**config.mk**
```make
export PLATFORM = sky130hd
export DESIGN_NAME = atp_front
export DESIGN_NICKNAME = d
export VERILOG_FILES = /design/src/rtl/accel_tilt_pitch_roll_assert.svh /design/src/rtl/atp_pkg.sv /design/src/rtl/atp_front.sv
export SDC_FILE = /design/constraint.sdc
export NUM_CORES = 1
export LEC_CHECK = 0
export BUFFER_PORTS_ARGS = -buffer_cell sky130_fd_sc_hd__buf_4
export CORE_MARGIN = 2
export CORE_UTILIZATION = 56
export DETAILED_ROUTE_END_ITERATION = 10
export PLACE_DENSITY = 0.83
export SETUP_SLACK_MARGIN = 0.4
export SKIP_LAST_GASP = 1
export SLEW_MARGIN = 0
export SYNTH_ARGS = -nofsm -noshare
export SYNTH_HDL_FRONTEND = slang
export SYNTH_SLANG_ARGS = --single-unit
export TNS_END_PERCENT = 1
```
**constraint.sdc**
```tcl
create_clock -name clk -period 20.8 [get_ports clk]
set_input_delay 1.04 -clock clk [delete_from_list [all_inputs] [get_ports clk]]
set_output_delay 1.04 -clock clk [all_outputs]
set_load 0.02 [all_outputs]
```
**src/rtl/accel_tilt_pitch_roll_assert.svh**
```systemverilog
// Assertion macros for the tilt pipeline. Both expect clk and rst in scope.
`ifndef ACCEL_TILT_PITCH_ROLL_ASSERT_SVH
`define ACCEL_TILT_PITCH_ROLL_ASSERT_SVH

// cons must hold in the same cycle as ante
`define ATP_ASSERT_NOW(lbl, ante, cons) \
  lbl: assert property (@(posedge clk) disable iff (rst) (ante) |-> (cons)) \
    else $error("tilt pipeline check failed");

// cons must hold in the cycle after ante
`define ATP_ASSERT_NEXT(lbl, ante, cons) \
  lbl: assert property (@(posedge clk) disable iff (rst) (ante) |=> (cons)) \
    else $error("tilt pipeline check failed");

`endif

```
**src/rtl/atp_pkg.sv**
```systemverilog
package atp_pkg;

  localparam int IN_W         = 8;
  localparam int SQ_W         = 16;
  localparam int ROOT_W       = 32;
  localparam int REM_W        = 36;
  localparam int SQRT_STEPS   = 32;
  localparam int FRAC_BITS    = 24;
  localparam int CORDIC_STEPS = 28;
  localparam int XY_W         = 36;
  localparam int ACC_W        = 34;
  localparam int TAB_W        = 30;
  localparam int PROD_W       = 50;
  localparam int RND_SH       = 32;
  localparam int ANG_W        = 15;
  localparam int ANG_MAX      = 9000;
  localparam int DEG_SCALE    = 36000;

  localparam int SQRT_PER_STAGE   = 4;
  localparam int CORDIC_PER_STAGE = 4;

  // atan(2^-i) in units of 2^-32 turn
  localparam logic [TAB_W-1:0] ATAN_TURN [CORDIC_STEPS] = '{
    30'd536870912, 30'd316933406, 30'd167458907, 30'd85004756, 30'd42667331,
    30'd21354465, 30'd10679838, 30'd5340245, 30'd2670163, 30'd1335087,
    30'd667544, 30'd333772, 30'd166886, 30'd83443, 30'd41722, 30'd20861,
    30'd10430, 30'd5215, 30'd2608, 30'd1304, 30'd652, 30'd326, 30'd163,
    30'd81, 30'd41, 30'd20, 30'd10, 30'd5
  };

  typedef struct packed {
    logic [SQ_W-1:0]        s;
    logic signed [IN_W-1:0] n;
    logic                   zero;
  } sq_t;

  typedef struct packed {
    logic [REM_W-1:0]  rem;
    logic [ROOT_W-1:0] root;
  } sqrt_st_t;

  typedef struct packed {
    logic signed [XY_W-1:0]  x;
    logic signed [XY_W-1:0]  y;
    logic signed [ACC_W-1:0] acc;
  } cordic_st_t;

  // One digit of the root of s * 2^48, step k counted from the top pair.
  function automatic sqrt_st_t sqrt_step(sqrt_st_t st, logic [SQ_W-1:0] s, int k);
    logic [2*ROOT_W-1:0] rad;
    logic [1:0]          pair;
    logic [REM_W-1:0]    rem2;
    logic [REM_W-1:0]    trial;
    sqrt_st_t            r;
    rad   = {s, {(2*ROOT_W-SQ_W){1'b0}}};
    pair  = rad[2*ROOT_W-1-2*k -: 2];
    rem2  = {st.rem[REM_W-3:0], pair};
    trial = REM_W'({st.root, 2'b01});
    if (rem2 >= trial) begin
      r.rem  = rem2 - trial;
      r.root = {st.root[ROOT_W-2:0], 1'b1};
    end else begin
      r.rem  = rem2;
      r.root = {st.root[ROOT_W-2:0], 1'b0};
    end
    return r;
  endfunction

  // One vectoring rotation, floor shifts.
  function automatic cordic_st_t cordic_step(cordic_st_t st, int i);
    logic signed [XY_W-1:0]  x;
    logic signed [XY_W-1:0]  y;
    logic signed [XY_W-1:0]  dx;
    logic signed [XY_W-1:0]  dy;
    logic signed [ACC_W-1:0] ang;
    cordic_st_t              r;
    x   = st.x;
    y   = st.y;
    dx  = y >>> i;
    dy  = x >>> i;
    ang = $signed(ACC_W'(ATAN_TURN[i]));
    if (!y[XY_W-1]) begin
      r.x   = x + dx;
      r.y   = y - dy;
      r.acc = st.acc + ang;
    end else begin
      r.x   = x - dx;
      r.y   = y + dy;
      r.acc = st.acc - ang;
    end
    return r;
  endfunction

endpackage

```
**src/rtl/atp_front.sv**
```systemverilog
module atp_front (
  input  logic                          clk,
  input  logic                          rst,
  input  logic                          en,
  input  logic                          in_valid,
  input  logic signed [atp_pkg::IN_W-1:0] accel_x,
  input  logic signed [atp_pkg::IN_W-1:0] accel_y,
  input  logic signed [atp_pkg::IN_W-1:0] accel_z,
  output logic                          out_valid,
  output atp_pkg::sq_t                  pitch_sq,
  output atp_pkg::sq_t                  roll_sq
);
  import atp_pkg::*;

  logic [SQ_W-1:0] xx, yy, zz;
  sq_t             pitch_next, roll_next;

  always_comb begin
    xx = SQ_W'(SQ_W'(accel_x) * SQ_W'(accel_x));
    yy = SQ_W'(SQ_W'(accel_y) * SQ_W'(accel_y));
    zz = SQ_W'(SQ_W'(accel_z) * SQ_W'(accel_z));
    pitch_next.s    = xx + zz;
    pitch_next.n    = accel_y;
    pitch_next.zero = (pitch_next.s == '0) && (accel_y == '0);
    roll_next.s     = yy + zz;
    roll_next.n     = accel_x;
    roll_next.zero  = (roll_next.s == '0) && (accel_x == '0);
  end

  always_ff @(posedge clk) begin
    if (rst) begin
      out_valid <= 1'b0;
    end else if (en) begin
      out_valid <= in_valid;
    end
  end

  always_ff @(posedge clk) begin
    if (en) begin
      pitch_sq <= pitch_next;
      roll_sq  <= roll_next;
    end
  end

endmodule

```
# Word-level counts from Yosys, hierarchy flattened
# Cells that the tools add are included.
# word_totals
reg_bits,51
latch_bits,0
ram_bits,0
romBits,0
output_inout_bits,51
word_cells,18
memories,0
# op_classes
n_addsub,2
n_mul,3
div_mod_pow,0
order_cmp,0
n_eq_ne,0
shifts,0
muxes,0
bitwise,0
n_reduce_logical,6
# op_table
op,n
8-bit by 8-bit multiplier with 16-bit output,3
16-bit adder,2
16-bit logical NOT,2
8-bit logical NOT,2
1-bit logical AND,2

# Depth between registers and ports, before layout
# logic_depth
depth_word,4
mapped_depth,34
depth_no_buf,33

# Worst setup path before layout
# OpenSTA, ideal clock, no wires.
# synth_path
path_kind,in2reg
from,input port accel_z[6] in the netlist's numbering
to,register roll_sq[0] in the netlist's numbering (data pin)
arrival_ps,8899
setup_slack_ps,11726
stages,32
n_path_buf,1
cell_sequence,clkbuf_1 -> inv_1 -> nor2_1 -> inv_1 -> fa_1 -> inv_1 -> fa_1 -> inv_1 -> fa_1 -> fa_1 -> inv_1 -> ha_1 -> a21oi_1 -> o21bai_1 -> a21oi_1 -> o21ai_1 -> or4b_1 -> and4b_1 -> fa_1 -> inv_1 -> fa_1 -> inv_1 -> fa_1 -> inv_1 -> fa_1 -> ha_1 -> ha_1 -> a21oi_1 -> o21ai_0 -> xnor2_1 -> xnor2_1 -> nor4bb_1
# synth_lines
element,line,rtl
"start, declared",atp_front.sv:8,"input logic signed [atp_pkg::IN_W-1:0] accel_z,"
"end signal, assigned",atp_front.sv:41,roll_sq <= roll_next;
"end, declared",atp_front.sv:11,output atp_pkg::sq_t roll_sq

==> results.sh <==
export IMPL_antennaDiodeCount=0
export IMPL_slew_headroom_pct=54.05
export IMPL_finalHoldViolations=0
export IMPL_seq_area_frac_synth_pct=16.73
export IMPL_die_h_um=131.4
export IMPL_min_period_over_period_pct=44.21
export IMPL_synthXorXnorAreaFrac_pct=6.548
export IMPL_grtUsageMet1_pct=27.71
export IMPL_cp_end_kind="flop"
export IMPL_fin_area_um2=10050
export IMPL_synth_top_family_by_area="adder cells"
export IMPL_yosys_cell_types_count=43
export IMPL_die_x_um=131.4
export IMPL_finalMaxSlewViolations=0
export IMPL_routabilityCongestion=0.8887
export IMPL_startpoint_type="input pin"
export IMPL_ys_ff_latch=51
export IMPL_insertion_delay_ns=0.29
export IMPL_crit_required_ns=20.92
export IMPL_yosysTopAreaCellShare_pct=38.08
export IMPL_drt_total_wl_um=17680
export IMPL_dpl_cell_area_um2=9876
export IMPL_async_flop_share_pct=0
export IMPL_rows=46
export IMPL_placed_cells=1165
export IMPL_arrival_ns=9.32
export IMPL_tns_ns=0
export IMPL_cts_buffer_depth=2
export IMPL_yosysMostFrequentCell="inv_1"
export IMPL_viasPerCell=5.169
export IMPL_cts_sinks=51
export IMPL_synth_area_um2=9095
export IMPL_wl_per_cell_um=15.07
export IMPL_cpPeakStageDelay_ns=0.54
export IMPL_fin_cells=1173
export IMPL_detail_route_antenna_nets=0
export IMPL_hpwl_um=15060
export IMPL_maxCapViolCount=0
export IMPL_num_vias=6063
export IMPL_utilization_pct=63.25
export IMPL_skew_ns=0
export IMPL_grt_util_all_layers_pct=22.22
export IMPL_synth_adder_area_share_pct=51.97
export IMPL_grt_pass1_vias=6791
export IMPL_syn_num_nets=1193
export IMPL_ios=79
export IMPL_grt_busiest_layer="met2"
export IMPL_cts_clk_slew_worst_paths_ns=0.07
export IMPL_netlist_instances=891
export IMPL_use_met3_pct=2.315
export IMPL_post_cts_buffers=0
export IMPL_crit_path_max_fanout=9
export IMPL_worst_slew_pin_transition_ns=0.6870
export IMPL_synth_compound_area_share_pct=4.595
export IMPL_use_met2_pct=39.50
export IMPL_initial_core_util_pct=57.25
export IMPL_dr_pass1_iters=5
export IMPL_yosys_warnings=0
export IMPL_cts_resized=0
export IMPL_grt_first_pass_wirelength_um=31070
export IMPL_crit_type="in -> reg"
export IMPL_cts_made_buffers=5
export IMPL_synthTopCellsByArea="fa_1 38%, edfxtp_1 17%, ha_1 14%, inv_1 11%, xnor2_1 5.5%"
export IMPL_drcViolationCount=0
export IMPL_nets=1258
export IMPL_max_freq_ghz=0.1087
export IMPL_cts_tree="yes"
export IMPL_setup_viol=0
export IMPL_postCtsHoldBufs=0
export IMPL_synthSimpleGateAreaFrac_pct=8.612
export IMPL_grt_overflow=0
export IMPL_core_um2=15890
export IMPL_critPathSlowestCell="fa_1"
export IMPL_htree_num_levels=2
export IMPL_grt_start_max_net_pins=52
export IMPL_antenna_found_initial=0
export IMPL_synthMuxAreaShare_pct=0.1101
export IMPL_synth_flop_cell="edfxtp_1"
export IMPL_layout_drive_gt1_share_pct=10.03
export IMPL_synth_edff_count=50
export IMPL_rsz0062_at_grt="no"
export IMPL_dieArea_um2=17280
export IMPL_cts_root_buf="clkbuf_16"
export IMPL_synth_top_cells_by_count="257 x inv_1, 173 x fa_1, 101 x ha_1"
export IMPL_io_buffers=78
export IMPL_outcome="completed"
export IMPL_finalCriticalPeriod_ns=9.196
export IMPL_yosys_area_top_type="fa_1"
export IMPL_hold_path_class="reg -> reg"
export IMPL_syn_to_final_growth_pct=10.47
export IMPL_dr_first_iter_drc_count=276
export IMPL_syn_area_per_cell_um2=10.21
## per-layer routing
metal  wire length [um]  part of all wire [%]
met1               7096                    40
met2               9161                    52
met3                703                   4.0
met4                713                   4.0
met5                  0                     0
## state kept, by name (all words and copies together), names as in the netlist
signal     cells
roll_sq       25
pitch_sq      25
out_valid      1
## cells by family after synthesis
group	count (synthesis)
flip-flops	51
AND/OR/NAND/NOR	154
multiplexers	1
AO/OA/AOI/OAI	66
buffers and inverters	277
XOR/XNOR	68
adder cells (fa/ha/maj)	274
## metrics by stage
stage / setup slack (ns) / hold slack [ns]
6_report: 11.60 / 0.5441
5_1_grt: 10.98 / 0.5952
4_1_cts: 11.60 / 0.5542
3_5_place_dp: 11.32 / 0.5445
3_3_place_gp: 11.53 / 0.4807
2_1_floorplan: 11.73 / 0.5788
## worst paths after layout
path	from	to	slack (ns)	cells past startpoint
hold / removal	out_valid	out_valid	0.54	2
setup / recovery	accel_z[6]	roll_sq[0]	11.60	32
hold reg to reg	out_valid	out_valid	0.54	2
setup reg to reg	out_valid	out_valid	20.19	2
## final cells by class
cell class,count,area (um2)
clock buffers,5,125.1
clock inverters,3,46.29
fillers,1260,5838
inverters,257,964.7
multi-input cells,563,6534
flip-flops and latches,51,1521
well taps,216,270.3
repair buffers,78,585.6
## cell usage in the layout, fill, tap and decap left out, drive strengths merged, types with 2 or more instances in the layout
master	synthesis	final
xor2	11	11
edfxtp	50	50
nor2b	5	5
or2	2	2
a21o	6	6
nand3	2	2
nor4	3	3
buf	0	78
and4b	2	2
or4b	2	2
inv	257	258
ha	101	101
nor3	5	5
nand4b	2	2
xnor2	57	57
clkbuf	20	5
a211oi	3	3
and2	29	29
nand2b	9	9
a21oi	25	25
a31oi	3	3
or4	4	4
nand2	64	64
o21bai	7	7
a31o	2	2
nor2	21	21
fa	173	173
o21ai	15	15
## critical path: cells and delay by family
kind,cells,cell delay (ns)
simple gates,4,1.25
compound gates,6,1.10
buf+inv,9,0.66
fa+ha+maj,11,4.93
xor+xnor,2,0.32
Power is not shown: default switching activity piles up to over one toggle a cycle in this logic, so the estimate is an artifact.
