[config.mk]
export PLATFORM = sky130hd
export DESIGN_NAME = atp_scale
export DESIGN_NICKNAME = d
export VERILOG_FILES = /design/src/rtl/accel_tilt_pitch_roll_assert.svh /design/src/rtl/atp_pkg.sv /design/src/rtl/atp_scale.sv
export SDC_FILE = /design/constraint.sdc
export NUM_CORES = 1
export LEC_CHECK = 0
export ABC_AREA = 1
export BUFFER_PORTS_ARGS = -buffer_cell sky130_fd_sc_hd__buf_4
export CORE_UTILIZATION = 38
export CTS_BUF_LIST = sky130_fd_sc_hd__clkbuf_4
export DETAILED_ROUTE_END_ITERATION = 12
export HOLD_SLACK_MARGIN = 0.06
export PLACE_DENSITY_LB_ADDON = 0.15
export SLEW_MARGIN = 10
export SYNTH_ARGS = -nofsm -noshare
export SYNTH_HDL_FRONTEND = slang
export SYNTH_SLANG_ARGS = --single-unit
[constraint.sdc]
create_clock -name clk -period 10 [get_ports clk]
set_clock_uncertainty 0.1 [all_clocks]
set_input_delay 2.5 -clock clk [delete_from_list [all_inputs] [get_ports clk]]
set_output_delay 2.5 -clock clk [all_outputs]
set_load 0.005 [all_outputs]
[src/rtl/accel_tilt_pitch_roll_assert.svh]
// Assertion macros for the tilt pipeline. Both expect clk and rst in scope.
`ifndef ACCEL_TILT_PITCH_ROLL_ASSERT_SVH
`define ACCEL_TILT_PITCH_ROLL_ASSERT_SVH

// cons must hold in the same cycle as ante
`define ATP_ASSERT_NOW(lbl, ante, cons) \
  lbl: assert property (@(posedge clk) disable iff (rst) (ante) |-> (cons)) \
    else $error("tilt pipeline check failed");

// cons must hold in the cycle after ante
`define ATP_ASSERT_NEXT(lbl, ante, cons) \
  lbl: assert property (@(posedge clk) disable iff (rst) (ante) |=> (cons)) \
    else $error("tilt pipeline check failed");

`endif

[src/rtl/atp_pkg.sv]
package atp_pkg;

  localparam int IN_W         = 8;
  localparam int SQ_W         = 16;
  localparam int ROOT_W       = 32;
  localparam int REM_W        = 36;
  localparam int SQRT_STEPS   = 32;
  localparam int FRAC_BITS    = 24;
  localparam int CORDIC_STEPS = 28;
  localparam int XY_W         = 36;
  localparam int ACC_W        = 34;
  localparam int TAB_W        = 30;
  localparam int PROD_W       = 50;
  localparam int RND_SH       = 32;
  localparam int ANG_W        = 15;
  localparam int ANG_MAX      = 9000;
  localparam int DEG_SCALE    = 36000;

  localparam int SQRT_PER_STAGE   = 4;
  localparam int CORDIC_PER_STAGE = 4;

  // atan(2^-i) in units of 2^-32 turn
  localparam logic [TAB_W-1:0] ATAN_TURN [CORDIC_STEPS] = '{
    30'd536870912, 30'd316933406, 30'd167458907, 30'd85004756, 30'd42667331,
    30'd21354465, 30'd10679838, 30'd5340245, 30'd2670163, 30'd1335087,
    30'd667544, 30'd333772, 30'd166886, 30'd83443, 30'd41722, 30'd20861,
    30'd10430, 30'd5215, 30'd2608, 30'd1304, 30'd652, 30'd326, 30'd163,
    30'd81, 30'd41, 30'd20, 30'd10, 30'd5
  };

  typedef struct packed {
    logic [SQ_W-1:0]        s;
    logic signed [IN_W-1:0] n;
    logic                   zero;
  } sq_t;

  typedef struct packed {
    logic [REM_W-1:0]  rem;
    logic [ROOT_W-1:0] root;
  } sqrt_st_t;

  typedef struct packed {
    logic signed [XY_W-1:0]  x;
    logic signed [XY_W-1:0]  y;
    logic signed [ACC_W-1:0] acc;
  } cordic_st_t;

  // One digit of the root of s * 2^48, step k counted from the top pair.
  function automatic sqrt_st_t sqrt_step(sqrt_st_t st, logic [SQ_W-1:0] s, int k);
    logic [2*ROOT_W-1:0] rad;
    logic [1:0]          pair;
    logic [REM_W-1:0]    rem2;
    logic [REM_W-1:0]    trial;
    sqrt_st_t            r;
    rad   = {s, {(2*ROOT_W-SQ_W){1'b0}}};
    pair  = rad[2*ROOT_W-1-2*k -: 2];
    rem2  = {st.rem[REM_W-3:0], pair};
    trial = REM_W'({st.root, 2'b01});
    if (rem2 >= trial) begin
      r.rem  = rem2 - trial;
      r.root = {st.root[ROOT_W-2:0], 1'b1};
    end else begin
      r.rem  = rem2;
      r.root = {st.root[ROOT_W-2:0], 1'b0};
    end
    return r;
  endfunction

  // One vectoring rotation, floor shifts.
  function automatic cordic_st_t cordic_step(cordic_st_t st, int i);
    logic signed [XY_W-1:0]  x;
    logic signed [XY_W-1:0]  y;
    logic signed [XY_W-1:0]  dx;
    logic signed [XY_W-1:0]  dy;
    logic signed [ACC_W-1:0] ang;
    cordic_st_t              r;
    x   = st.x;
    y   = st.y;
    dx  = y >>> i;
    dy  = x >>> i;
    ang = $signed(ACC_W'(ATAN_TURN[i]));
    if (!y[XY_W-1]) begin
      r.x   = x + dx;
      r.y   = y - dy;
      r.acc = st.acc + ang;
    end else begin
      r.x   = x - dx;
      r.y   = y + dy;
      r.acc = st.acc - ang;
    end
    return r;
  endfunction

endpackage

[src/rtl/atp_scale.sv]
module atp_scale (
  input  logic                             clk,
  input  logic                             rst,
  input  logic                             en,
  input  logic                             in_valid,
  input  logic signed [atp_pkg::ACC_W-1:0] acc,
  input  logic                             zero,
  output logic                             out_valid,
  output logic signed [atp_pkg::ANG_W-1:0] angle
);
  import atp_pkg::*;

  localparam logic signed [PROD_W-1:0] SCALE = PROD_W'(DEG_SCALE);
  localparam logic [PROD_W-1:0]        HALF  = PROD_W'(1) << (RND_SH - 1);

  logic signed [PROD_W-1:0] prod;
  logic                     vld_a;
  logic                     neg;
  logic [PROD_W-1:0]        mag, rnd;
  logic [PROD_W-RND_SH-1:0] hmag;
  logic [ANG_W-1:0]         ang_mag;
  logic signed [ANG_W-1:0]  angle_next;

  // round half away from zero, then clamp to +-90.00
  always_comb begin
    neg     = prod[PROD_W-1];
    mag     = neg ? PROD_W'(-prod) : PROD_W'(prod);
    rnd     = mag + HALF;
    hmag    = rnd[PROD_W-1:RND_SH];
    ang_mag = (hmag > (PROD_W-RND_SH)'(ANG_MAX)) ? ANG_W'(ANG_MAX) : hmag[ANG_W-1:0];
    angle_next = neg ? $signed(-ang_mag) : $signed(ang_mag);
  end

  always_ff @(posedge clk) begin
    if (rst) begin
      vld_a     <= 1'b0;
      out_valid <= 1'b0;
    end else if (en) begin
      vld_a     <= in_valid;
      out_valid <= vld_a;
    end
  end

  always_ff @(posedge clk) begin
    if (en) begin
      prod  <= zero ? '0 : PROD_W'(acc) * SCALE;
      angle <= angle_next;
    end
  end

endmodule

== Word-level counts from Yosys, hierarchy flattened ==
Index checks and enable logic that the tools add are counted.
Word-level totals
  output and inout bits: 16
  register bits: 67
  logic and storage cells: 13
  input port bits: 39
Operators by class
  order comparisons: 1
  $mul: 1
  $add $sub $neg: 3
  muxes and demuxes: 3
Operators by type and width (number)
  adder 50 x 32 -> 50 bit (second input constant): 1
  multiplier 50 x 11 -> 45 bit (second input constant): 1
  two-way mux 50 bit: 1
  negation 50 bit: 1
  two-way mux 15 bit: 2
  greater-than comparator 18 x 14 -> 1 bit (second input constant): 1
  negation 15 bit: 1

== Depth between registers and ports, before layout ==
  word-level depth: 7
  depth in mapped cells: 33
  gate-level depth less buffers: 32

== Worst setup path after synthesis ==
OpenSTA, ideal clock, no wires.
  path kind: input to register
  from: input acc[6] in the netlist's numbering
  to: register prod[42] (data pin)
  library setup time: 260 ps
  arrival time: 6545 ps
  required time: 9640 ps
  slack: 3095 ps
  path buffers: 0
  stages on the path: 23
  path through: ha_1 > ha_1 > inv_1 > fa_1 > inv_1 > fa_1 > inv_1 > fa_1 > inv_1 > ha_1 > a21oi_1 > o21ai_0 > a21oi_1 > o21a_1 > inv_1 > nand2_1 > nand2_1 > a21boi_0 > o21ai_0 > a21oi_1 > inv_1 > o21ai_0 > a21oi_1
On the way
  word-level cells in the longest chain between the ends: 1
Ends and longest elaborated chain
  start, declared: line atp_scale.sv:6  | input logic signed [atp_pkg::ACC_W-1:0] acc,
  multiplier 50 x 11 -> 45 bit: line atp_scale.sv:46  | prod <= zero ? '0 : PROD_W'(acc) * SCALE;
  end signal, assigned: line atp_scale.sv:46
  end, declared: line atp_scale.sv:16  | logic signed [PROD_W-1:0] prod;
No other way between the ends.
A chain may end at the register's enable or synchronous reset.

== Final worst setup path ==
Same ends and word-level chain as after synthesis.

==> flow_summary.ini <==
[run_status]
status = finished clean

[cells_and_area]
areaGrowthSynthToFinish_pct = 9.23
drive_gt1_frac = 0.0966
final_nets = 1714
finalNonFillerCells = 1776
fin_area_um2 = 11700

[worst_setup_path]
endpoint_kind = flop
path_cells = buf_4 -> ha_1 -> ha_1 -> inv_1 -> fa_1 -> inv_1 -> fa_1 -> inv_1 -> fa_1 -> inv_1 -> ha_1 -> a21oi_1 -> o21ai_0 -> a21oi_1 -> o21a_1 -> inv_1 -> nand2_1 -> nand2_1 -> a21boi_0 -> o21ai_0 -> a21oi_1 -> inv_1 -> o21ai_0 -> a21oi_1
critPathSlowestCell = fa_1
rrSetupSlack_ns = 5.95
cp_data_required_time_ns = 10.10
crit_arrival_ns = 7.18
cp_slowest_stage_delay_ns = 0.52
crit_top_cell = inv_1
crit_type = input port to flop
worstSetupStartpointType = input port
worstPathMaxFanout = 6

[route]
first_iter_violations = 395
wl_mm = 23.8
wire_per_inst_um = 13.4
firstDrtPassIters = 5
ant_nets = 0
via_per_inst = 4.82
num_vias = 8556
drc = 0

[yosys]
netlist_instances = 1338
synth_ff_type = edfxtp_1
synth_edf_count = 60
async_reset_ff_frac = 0
synth.avg_cell_area_um2 = 7.99
ys_seq_area_frac = 0.172
ys_ff_latch = 62
yosysUniqueCellTypes = 47
synth.cell_area_um2 = 10700
syn-num-nets = 1660
yosys_warnings = 0

[floorplan]
die_x_um = 170
initial_core_util = 0.386
num_io_pins = 55
die_area_um2 = 28800
die_h_um = 170
coreArea_um2 = 27700
rows = 61

[global_route]
first_global_vias = 8414
antenna_found_initial = 1
grt_max_degree = 64
overflow = 0
grt_pass1_wl_mm = 40.9
gr-usage-all-layers = 0.175

[place]
place_hpwl_mm = 20.6
place_congestion = 0.837
placed_cells = 1759
io_buffers = 54
place_area_um2 = 11500

[sta]
setup-tns-final_ns = 0
period_needed_ns = 7.08
hold_violations = 0
fmax_mhz = 141
rsz0062_at_grt = no
slew_viol_final = 0
worst_pin_slew_ns = 0.820
relSlewSlack = 0.453
finalSetupViolCount = 0
period_share = 0.708

[clocking]
cts_buffer_depth = 2
cts_made_buffers = 9
cts_hold_buffers = 0
h-tree-depth = 3
clock_latency_ns = 0.44
post_cts_resized = 0
cts_tree = built
cts_root_buf = clkbuf_4
cts_sinks = 62
cts_setup_buffers = 0
clk_pin_slew_ns = 0.13

[power]
p_leak_nw = 6.03
power_density_nw_per_um2 = 238
ir_worst_vdd_uv = 78.0

[worst_hold_path]
min_path_type = flop to flop

[flow_run]
max_cap_viol_count = 0
[cell usage after synthesis, types with 4 or more instances]
| cell | number | share of area |
|---|---|---|
| nand2_2 | 16 | 0.0094 |
| inv_2 | 5 | 0.0018 |
| edfxtp_1 | 60 | 0.17 |
| nand3b_1 | 9 | 0.0063 |
| ha_1 | 185 | 0.22 |
| nand2_1 | 240 | 0.084 |
| nor4_1 | 4 | 0.0023 |
| fa_1 | 98 | 0.18 |
| a21oi_1 | 92 | 0.043 |
| nand2_4 | 6 | 0.0063 |
| nand3_1 | 47 | 0.022 |
| nor2_1 | 114 | 0.040 |
| nor2_4 | 4 | 0.0042 |
| nand3_2 | 9 | 0.0084 |
| a31oi_1 | 10 | 0.0059 |
| buf_2 | 5 | 0.0023 |
| clkbuf_1 | 6 | 0.0021 |
| o21ai_0 | 51 | 0.024 |
| o21a_1 | 10 | 0.0070 |
| xor2_1 | 4 | 0.0033 |
| nor3_1 | 5 | 0.0023 |
| nor2_2 | 15 | 0.0088 |
| inv_1 | 283 | 0.099 |
| nand4_1 | 22 | 0.013 |
[cell families after synthesis]
group / synth area share
and+or+nand+nor: 0.216
buffers and inverters: 0.108
AOI/OAI and AO/OA: 0.0954
xor gates and xnor gates: 0.00726
DFF: 0.172
adders and majority gates: 0.400
[layout make-up]
class / count / area, um^2
fill: 2861 / 16000
multi-input combinational: 972 / 7680
timing repair buffer: 55 / 413
clock inverter: 7 / 88.8
sequential: 62 / 1840
antenna: 1 / 2.50
clock buffer: 9 / 67.6
tap: 378 / 473
inverter: 292 / 1100
[flip-flops by register name, summed over array words and instances (netlist names)]
signal and count:
vld_a 1, out_valid 1, prod 45, angle 15
[metal layers]
layer	wire [um]	vias to the layer above	track usage
li1	-	4439	-
met1	11900	3979	0.243
met2	11100	117	0.296
met3	489	21	0.0138
met4	314	0	0.0396
met5	0	-	0
[power breakdown]
group | switching [mW] | internal, mW
Sequential | 0.0672 | 0.422
Clock | 0.100 | 0.0996
Combinational | 1.35 | 0.741
Total | 1.52 | 1.26
[path summary, 6_finish.rpt]
path	from	end	cells past startpoint
hold / removal	vld_a	out_valid	2
setup / recovery	acc[6]	prod[42]	24
hold reg to reg	vld_a	out_valid	2
setup reg to reg	prod[5]	angle[10]	30
[per-stage QoR]
stage               utilization  hold WS, ns  worst slack [ns]  total power, mW
floorplan                     -        0.330              3.10             2.08
global placement          0.415        0.339              2.47             2.59
detailed placement        0.415        0.350              2.46             2.59
CTS                       0.421        0.366              2.95             2.80
global route              0.421        0.384              2.55             3.16
finish                    0.421        0.360              2.92             2.78
[worst max-delay path, delay by kind of cell]
| kind | cells | cell delay (ns) |
|---|---|---|
| adder cells (fa/ha/maj) | 6 | 2.48 |
| buffers and inverters | 7 | 0.45 |
| AO/OA/AOI/OAI | 9 | 1.61 |
| AND/OR/NAND/NOR | 2 | 0.12 |
[layout by cell type, fill, tap and decap left out, types with 3 or more instances in the layout]
cell / count
nand3_2: 9
nand3_1: 47
inv_1: 283
o21ai_0: 51
nand2_2: 16
xnor2_1: 3
clkinv_1: 5
nand3b_1: 9
nor4_1: 4
nand2_1: 240
nor2_2: 15
buf_4: 55
inv_2: 5
a21oi_1: 92
xor2_1: 4
clkbuf_4: 9
a31oi_1: 10
ha_1: 185
edfxtp_1: 60
o21ai_2: 3
nor2_4: 4
nor3_1: 5
fa_1: 98
nor2_1: 114
nand4_1: 22
o21a_1: 10
nand2_4: 6
Note: power is estimated with default switching activity, not from simulation.
