<file path="src/rtl/accel_tilt_pitch_roll_assert.svh">
// Assertion macros for the tilt pipeline. Both expect clk and rst in scope.
`ifndef ACCEL_TILT_PITCH_ROLL_ASSERT_SVH
`define ACCEL_TILT_PITCH_ROLL_ASSERT_SVH

// cons must hold in the same cycle as ante
`define ATP_ASSERT_NOW(lbl, ante, cons) \
  lbl: assert property (@(posedge clk) disable iff (rst) (ante) |-> (cons)) \
    else $error("tilt pipeline check failed");

// cons must hold in the cycle after ante
`define ATP_ASSERT_NEXT(lbl, ante, cons) \
  lbl: assert property (@(posedge clk) disable iff (rst) (ante) |=> (cons)) \
    else $error("tilt pipeline check failed");

`endif

</file>
<file path="src/rtl/atp_pkg.sv">
package atp_pkg;

  localparam int IN_W         = 8;
  localparam int SQ_W         = 16;
  localparam int ROOT_W       = 32;
  localparam int REM_W        = 36;
  localparam int SQRT_STEPS   = 32;
  localparam int FRAC_BITS    = 24;
  localparam int CORDIC_STEPS = 28;
  localparam int XY_W         = 36;
  localparam int ACC_W        = 34;
  localparam int TAB_W        = 30;
  localparam int PROD_W       = 50;
  localparam int RND_SH       = 32;
  localparam int ANG_W        = 15;
  localparam int ANG_MAX      = 9000;
  localparam int DEG_SCALE    = 36000;

  localparam int SQRT_PER_STAGE   = 4;
  localparam int CORDIC_PER_STAGE = 4;

  // atan(2^-i) in units of 2^-32 turn
  localparam logic [TAB_W-1:0] ATAN_TURN [CORDIC_STEPS] = '{
    30'd536870912, 30'd316933406, 30'd167458907, 30'd85004756, 30'd42667331,
    30'd21354465, 30'd10679838, 30'd5340245, 30'd2670163, 30'd1335087,
    30'd667544, 30'd333772, 30'd166886, 30'd83443, 30'd41722, 30'd20861,
    30'd10430, 30'd5215, 30'd2608, 30'd1304, 30'd652, 30'd326, 30'd163,
    30'd81, 30'd41, 30'd20, 30'd10, 30'd5
  };

  typedef struct packed {
    logic [SQ_W-1:0]        s;
    logic signed [IN_W-1:0] n;
    logic                   zero;
  } sq_t;

  typedef struct packed {
    logic [REM_W-1:0]  rem;
    logic [ROOT_W-1:0] root;
  } sqrt_st_t;

  typedef struct packed {
    logic signed [XY_W-1:0]  x;
    logic signed [XY_W-1:0]  y;
    logic signed [ACC_W-1:0] acc;
  } cordic_st_t;

  // One digit of the root of s * 2^48, step k counted from the top pair.
  function automatic sqrt_st_t sqrt_step(sqrt_st_t st, logic [SQ_W-1:0] s, int k);
    logic [2*ROOT_W-1:0] rad;
    logic [1:0]          pair;
    logic [REM_W-1:0]    rem2;
    logic [REM_W-1:0]    trial;
    sqrt_st_t            r;
    rad   = {s, {(2*ROOT_W-SQ_W){1'b0}}};
    pair  = rad[2*ROOT_W-1-2*k -: 2];
    rem2  = {st.rem[REM_W-3:0], pair};
    trial = REM_W'({st.root, 2'b01});
    if (rem2 >= trial) begin
      r.rem  = rem2 - trial;
      r.root = {st.root[ROOT_W-2:0], 1'b1};
    end else begin
      r.rem  = rem2;
      r.root = {st.root[ROOT_W-2:0], 1'b0};
    end
    return r;
  endfunction

  // One vectoring rotation, floor shifts.
  function automatic cordic_st_t cordic_step(cordic_st_t st, int i);
    logic signed [XY_W-1:0]  x;
    logic signed [XY_W-1:0]  y;
    logic signed [XY_W-1:0]  dx;
    logic signed [XY_W-1:0]  dy;
    logic signed [ACC_W-1:0] ang;
    cordic_st_t              r;
    x   = st.x;
    y   = st.y;
    dx  = y >>> i;
    dy  = x >>> i;
    ang = $signed(ACC_W'(ATAN_TURN[i]));
    if (!y[XY_W-1]) begin
      r.x   = x + dx;
      r.y   = y - dy;
      r.acc = st.acc + ang;
    end else begin
      r.x   = x - dx;
      r.y   = y + dy;
      r.acc = st.acc - ang;
    end
    return r;
  endfunction

endpackage

</file>
<file path="src/rtl/atp_isqrt.sv">
module atp_isqrt #(
  parameter int PER_STAGE = atp_pkg::SQRT_PER_STAGE
) (
  input  logic                            clk,
  input  logic                            rst,
  input  logic                            en,
  input  logic                            in_valid,
  input  atp_pkg::sq_t                    in_sq,
  output logic                            out_valid,
  output logic [atp_pkg::ROOT_W-1:0]      root,
  output logic signed [atp_pkg::IN_W-1:0] n,
  output logic                            zero
);
  import atp_pkg::*;

  localparam int NS = (SQRT_STEPS + PER_STAGE - 1) / PER_STAGE;

  sqrt_st_t st_q  [NS];
  sq_t      sq_q  [NS];
  logic     vld_q [NS];

  for (genvar g = 0; g < NS; g++) begin : g_stage
    sqrt_st_t st_in, st_next;
    sq_t      sq_in;
    logic     vld_in;

    if (g == 0) begin : g_first
      assign st_in  = '0;
      assign sq_in  = in_sq;
      assign vld_in = in_valid;
    end else begin : g_rest
      assign st_in  = st_q[g-1];
      assign sq_in  = sq_q[g-1];
      assign vld_in = vld_q[g-1];
    end

    always_comb begin
      st_next = st_in;
      for (int j = 0; j < PER_STAGE; j++) begin
        if (g * PER_STAGE + j < SQRT_STEPS) begin
          st_next = sqrt_step(st_next, sq_in.s, g * PER_STAGE + j);
        end
      end
    end

    always_ff @(posedge clk) begin
      if (rst) begin
        vld_q[g] <= 1'b0;
      end else if (en) begin
        vld_q[g] <= vld_in;
      end
    end

    always_ff @(posedge clk) begin
      if (en) begin
        st_q[g] <= st_next;
        sq_q[g] <= sq_in;
      end
    end
  end

  assign out_valid = vld_q[NS-1];
  assign root      = st_q[NS-1].root;
  assign n         = sq_q[NS-1].n;
  assign zero      = sq_q[NS-1].zero;

endmodule

</file>
<file path="config.mk">
export PLATFORM = sky130hd
export DESIGN_NAME = atp_isqrt
export DESIGN_NICKNAME = d
export VERILOG_FILES = /design/src/rtl/accel_tilt_pitch_roll_assert.svh /design/src/rtl/atp_pkg.sv /design/src/rtl/atp_isqrt.sv
export SDC_FILE = /design/constraint.sdc
export NUM_CORES = 2
export LEC_CHECK = 0
export BUFFER_PORTS_ARGS = -buffer_cell sky130_fd_sc_hd__buf_2
export CAP_MARGIN = 30
export CORE_MARGIN = 3
export CORE_UTILIZATION = 45
export DETAILED_ROUTE_END_ITERATION = 10
export HOLD_SLACK_MARGIN = 0.08
export SYNTH_ARGS = -nofsm -noshare
export SYNTH_HDL_FRONTEND = slang
export SYNTH_SLANG_ARGS = --single-unit
</file>
<file path="constraint.sdc">
create_clock -name clk -period 14.7 [get_ports clk]
set_clock_uncertainty 0.1 [all_clocks]
set_input_delay 0.735 -clock clk [delete_from_list [all_inputs] [get_ports clk]]
set_output_delay 0.735 -clock clk [all_outputs]
set_load 0.02 [all_outputs]
</file>
**After elaboration in Yosys (flattened, before gate mapping)**

Memories as Yosys holds them, arrays and structs flattened.
Cells that the tools add are included.

- Flip-flop bits (word level): 0
- RAM bits: 752
- Output and inout port bits: 42
- Logic and storage cells: 121
- Memories kept: 3

- $add $sub $neg: 32
- Magnitude comparators: 32
- Muxes and demuxes: 46
- Bitwise gates (word level): 8

Memory list:

| memory | depth | bits a word | rd ports | clocked after memory_dff | write ports | RTL line | text |
|---|---|---|---|---|---|---|---|
| st_q | 8 | 68 | 8 | 0 | 8 | atp_isqrt.sv:18 | `sqrt_st_t st_q [NS];` |
| sq_q | 8 | 25 | 8 | 0 | 8 | atp_isqrt.sv:19 | `sq_t sq_q [NS];` |
| vld_q | 8 | 1 | 8 | 0 | 8 | atp_isqrt.sv:20 | `logic vld_q [NS];` |

Operators by type and width:

| operator | count |
|---|---|
| $mux 66 | 24 |
| $ge 36x34->1 | 31 |
| $sub 34x34->34 | 23 |
| $mux 68 | 8 |
| $sub 36x34->36 | 8 |
| $mux 1 | 14 |
| $or 1x1->1 | 8 |
| $sub 2x1->3 const B | 1 |
| $ge 2x1->1 const B | 1 |

**Longest topological paths before layout**

An unclocked memory read counts as a cell.

- Depth after elaboration: 9
- Depth in mapped cells: 68

**Worst setup path after synthesis**

Ideal clock, no wire load.

- Path kind: register -> register
- Start point: mem st_q[0][237] (netlist bit)
- End point: mem st_q[1][44] (netlist bit), data pin
- Library setup time: 0.260 ns
- Data arrival time: 13.254 ns
- Required time: 14.340 ns
- Path slack: 1.086 ns
- Cell stages (with the launch flop): 66
- Clock period less this slack: 13.614 ns
- Cell sequence: edfxtp_1 -> inv_1 -> ha_1 -> inv_1 -> fa_1 -> nor2b_1 -> o21a_1 -> o21ai_0 -> a21oi_1 -> o21ai_0 -> clkbuf_1 -> nand2_1 -> clkbuf_1 -> buf_1 -> nor2_1 -> a21oi_1 -> ha_1 -> a21oi_1 -> [... 30 more ...] -> ha_1 -> a21oi_1 -> o21bai_1 -> a21oi_1 -> o21bai_1 -> a21oi_1 -> nor2b_1 -> o21a_1 -> o21ai_0 -> nand2b_1 -> a21oi_1 -> o21ai_0 -> o31ai_1 -> a21oi_1 -> or3b_2 -> nor3_2 -> buf_2 -> mux2_2

RTL lines:

| item | RTL line |
|---|---|
| from (decl) | atp_isqrt.sv:18 |

==> flow_summary.json <==
{
  "timing.critical_path.depth": 56,
  "period_minus_slack_ns": 13.70,
  "num_io_pins": 71,
  "synth_most_common_cell": "sky130_fd_sc_hd__nand2_1",
  "critical-path-max-stage-delay_ns": 0.60,
  "synthesis.yosys.warnings": 0,
  "synthToLayoutAreaGrowth_pct": 8.075,
  "post_route_cells_drive_above_1_share_pct": 7.135,
  "core_area_mm2": 0.1186,
  "worst_pin_slew_ns": 1.203,
  "max_clock_freq_mhz": 72.99,
  "cp.arrival_ns": 13.99,
  "holdPathStages": 1,
  "preCtsSetupSlack_ns": -0.03361,
  "post_synth_mux_area_share_pct": 2.298,
  "postSynthAreaPerCell_um2": 8.147,
  "synth_common_cells": "sky130_fd_sc_hd__nand2_1, sky130_fd_sc_hd__a21oi_1, sky130_fd_sc_hd__nor2_1",
  "timing.hold.ws_ns": 0.1361,
  "yosysUniqueCellTypes": 114,
  "asyncSetResetFlopFracSynth_pct": 0,
  "crit_path_top_delay_cell": "sky130_fd_sc_hd__or4_1",
  "critPathLaunchType": "flip-flop",
  "grt_start_max_net_pins": 75,
  "die_height_um": 352.6,
  "period_utilisation_layout_pct": 93.20,
  "ys_seq_area_share_pct": 25.83,
  "worst_setup_path_end_kind": "flip-flop",
  "final_core_util_pct": 49.28,
  "synth_flop_cell": "sky130_fd_sc_hd__edfxtp_1",
  "routed_wire_length_um": 161000,
  "yosys.area_share.simple_pct": 22.10,
  "synth_xor_area_share_pct": 10.01,
  "adder_cell_share_of_the_synthesized_area_pct": 12.16,
  "clkSlewWorstSetupHoldPaths_ns": 0.06,
  "type_of_the_tightest_min_delay_check": "in2reg",
  "first_pass_iters": 5,
  "die_area_mm2": 0.1243,
  "critical_path_class": "reg2reg",
  "tritoncts": "built",
  "category_of_cells_accounting_for_the_largest_share_of_critical_path_delay": "simple AND/OR/NAND/NOR gates",
  "layout.nets": 7214,
  "setup_viol_count_final": 0,
  "final_antenna_net_count": 0,
  "synth-edff-count": 465,
  "wire_length_of_the_first_global_routing_pass_um": 252800,
  "inserted_diodes": 0,
  "ys_ff_latch": 465,
  "floorplan.die.width_um": 352.6,
  "sum_of_net_half_perimeters_after_detailed_placement_um": 128100,
  "synth_largest_type_area_fraction_pct": 25.83,
  "gr-usage-all-layers_pct": 24.72,
  "initial_utilization_pct": 45.60,
  "status": "completed",
  "power_density_mw_per_mm2": 242.3,
  "cp_required_ns": 14.99,
  "antenna_found_initial": 2,
  "synth.largest_area_cell": "sky130_fd_sc_hd__edfxtp_1",
  "crit_fanout": 18,
  "worstSkewPairLatency_ns": 0.70,
  "final-seq-area_mm2": 0.01396,
  "synth_top_cells_by_area": "sky130_fd_sc_hd__edfxtp_1, sky130_fd_sc_hd__ha_1, sky130_fd_sc_hd__xnor2_1",
  "synth_compound_area_share_pct": 23.70,
  "critPathMostFrequentCell": "sky130_fd_sc_hd__a21oi_1",
  "cts_buffers": 55,
  "dr_total_vias": 49778,
  "p_leak_nw": 23.30,
  "wl_per_cell_um": 19.36,
  "placement.io_buffers": 70,
  "synth_area_mm2": 0.05406,
  "multi_input_area_mm2": 0.03817,
  "drv_cap": 0,
  "routed_via_density": 5.988,
  "row_count": 126,
  "finalWorstSetupSlack_ns": 0.9990,
  "synth_top_family_by_area": "compound AO/OA/AOI/OAI gates",
  "critical_path.n_buffers_inverters": 5,
  "detail_route.drc_violations": 0,
  "timing_hold_violations_final": 0,
  "clock_sinks": 465,
  "globalRouteOverflowTotal": 0,
  "first_global_vias": 45707,
  "peakVddDrop_v": 0.0002321,
  "gp_congestion": 0.9459,
  "ff2ff_path_depth": 56,
  "tns_ns": 0,
  "slew_headroom_pct": 19.16,
  "number_of_pins_exceeding_their_max_slew_limit_in_the_final_report": 0,
  "syn_inst": 6635,
  "num-fill-cells": 11598,
  "buffer_cell_driving_the_clock_tree_root": "sky130_fd_sc_hd__clkbuf_16",
  "clock_path_buffers": 3,
  "initialDrtViolationCount": 4097,
  "clock_tree.htree_level_count": 2
}
[where the power goes]
group | total (mW) | internal, mW | switching (mW)
registers | 2.24 | 1.98 | 0.261
clock network | 1.37 | 0.752 | 0.615
logic | 10.5 | 4.28 | 6.26
total | 14.2 | 7.02 | 7.14
[state kept, by name, indices dropped and copies added (netlist names)]
signal  flops
st_q      377
sq_q       80
vld_q       8
[worst reg2reg max path: cells and delay by family (launching register included)]
kind	cells	cell delay (ns)
buf+inv	5	0.75
xor+xnor	1	0.12
fa+ha+maj	4	1.09
compound gates	27	5.22
flops	1	0.46
simple gates	19	5.68
[layer usage]
metal,global-route usage (%),up-vias,wire [um]
met1,35.39,23426,76660
met2,40.16,1352,72120
li1,-,24808,-
met3,2.353,192,8463
met5,0,-,0
met4,5.780,0,3730
[final timing paths]
path	startpoint	end	slack, ns
worst min register to register	st_q[1][71]	st_q[1][143]	0.31
worst max register to register	st_q[0][122]	st_q[0][187]	1.0
worst min-delay path	in_sq[10]	sq_q[0][10]	0.14
worst max-delay path	st_q[0][122]	st_q[0][187]	1.0
[logic make-up (layout without fill, tap and decap cells)]
family | count (synthesis) | after routing
compound gates | 2013 | 2013
flops | 465 | 465
xor+xnor | 617 | 617
fa+ha+maj | 518 | 518
simple gates | 2370 | 2371
mux | 113 | 113
other cells | 1 | 3
buf+inv | 538 | 613
[placed cells by master, fill, tap and decap left out, types with 46 or more instances in the layout]
cell type,netlist,routed
sky130_fd_sc_hd__o21a_1,79,79
sky130_fd_sc_hd__nor2b_1,75,75
sky130_fd_sc_hd__xnor2_1,396,396
sky130_fd_sc_hd__clkbuf_16,0,55
sky130_fd_sc_hd__a211oi_1,68,66
sky130_fd_sc_hd__nor4_1,85,83
sky130_fd_sc_hd__nand4_1,104,104
sky130_fd_sc_hd__o21ai_0,421,414
sky130_fd_sc_hd__nand2_1,633,631
sky130_fd_sc_hd__or3_1,73,72
sky130_fd_sc_hd__o31ai_1,74,72
sky130_fd_sc_hd__a31oi_1,73,71
sky130_fd_sc_hd__xor2_1,220,220
sky130_fd_sc_hd__a21o_1,214,214
sky130_fd_sc_hd__nor2_1,564,563
sky130_fd_sc_hd__nand3_1,180,178
sky130_fd_sc_hd__and2_1,72,72
sky130_fd_sc_hd__nor3_1,184,183
sky130_fd_sc_hd__buf_4,5,80
sky130_fd_sc_hd__mux2_2,87,87
sky130_fd_sc_hd__o21bai_1,103,102
sky130_fd_sc_hd__inv_1,334,329
sky130_fd_sc_hd__and3_1,60,60
sky130_fd_sc_hd__a21oi_1,627,627
sky130_fd_sc_hd__buf_2,28,69
sky130_fd_sc_hd__or2_2,46,46
sky130_fd_sc_hd__nand2b_1,88,88
sky130_fd_sc_hd__edfxtp_1,465,465
sky130_fd_sc_hd__ha_1,506,506
[repair_timing]
item	4_1_cts	5_1_grt
buffers inserted	0	3
endpoints found under the hold margin	10	0
resized for setup	1	45
endpoints found under the setup margin	11	155
hold buffers	10	0
pin swaps	0	2
cloned	0	1
[final cells by class]
class / count / share of cell area (%)
flip-flops and latches: 465 / 23.90
clock inverters: 41 / 0.6618
repair buffers: 167 / 2.058
clock buffers: 62 / 2.401
inverters: 343 / 2.227
multi-input cells: 5635 / 65.33
well taps: 1600 / 3.427
[stage by stage]
stage | instance area, um2 | power [mW] | instances
after global routing | 58420 | 15.48 | 8313
final | 58420 | 14.15 | 8313
after floorplan | 54070 | 10.17 | 6637
after global placement | 56280 | 12.44 | 8195
after CTS | 58200 | 14.00 | 8309
after detailed placement | 56310 | 12.51 | 8196
Power figures use the tool's default switching activity.
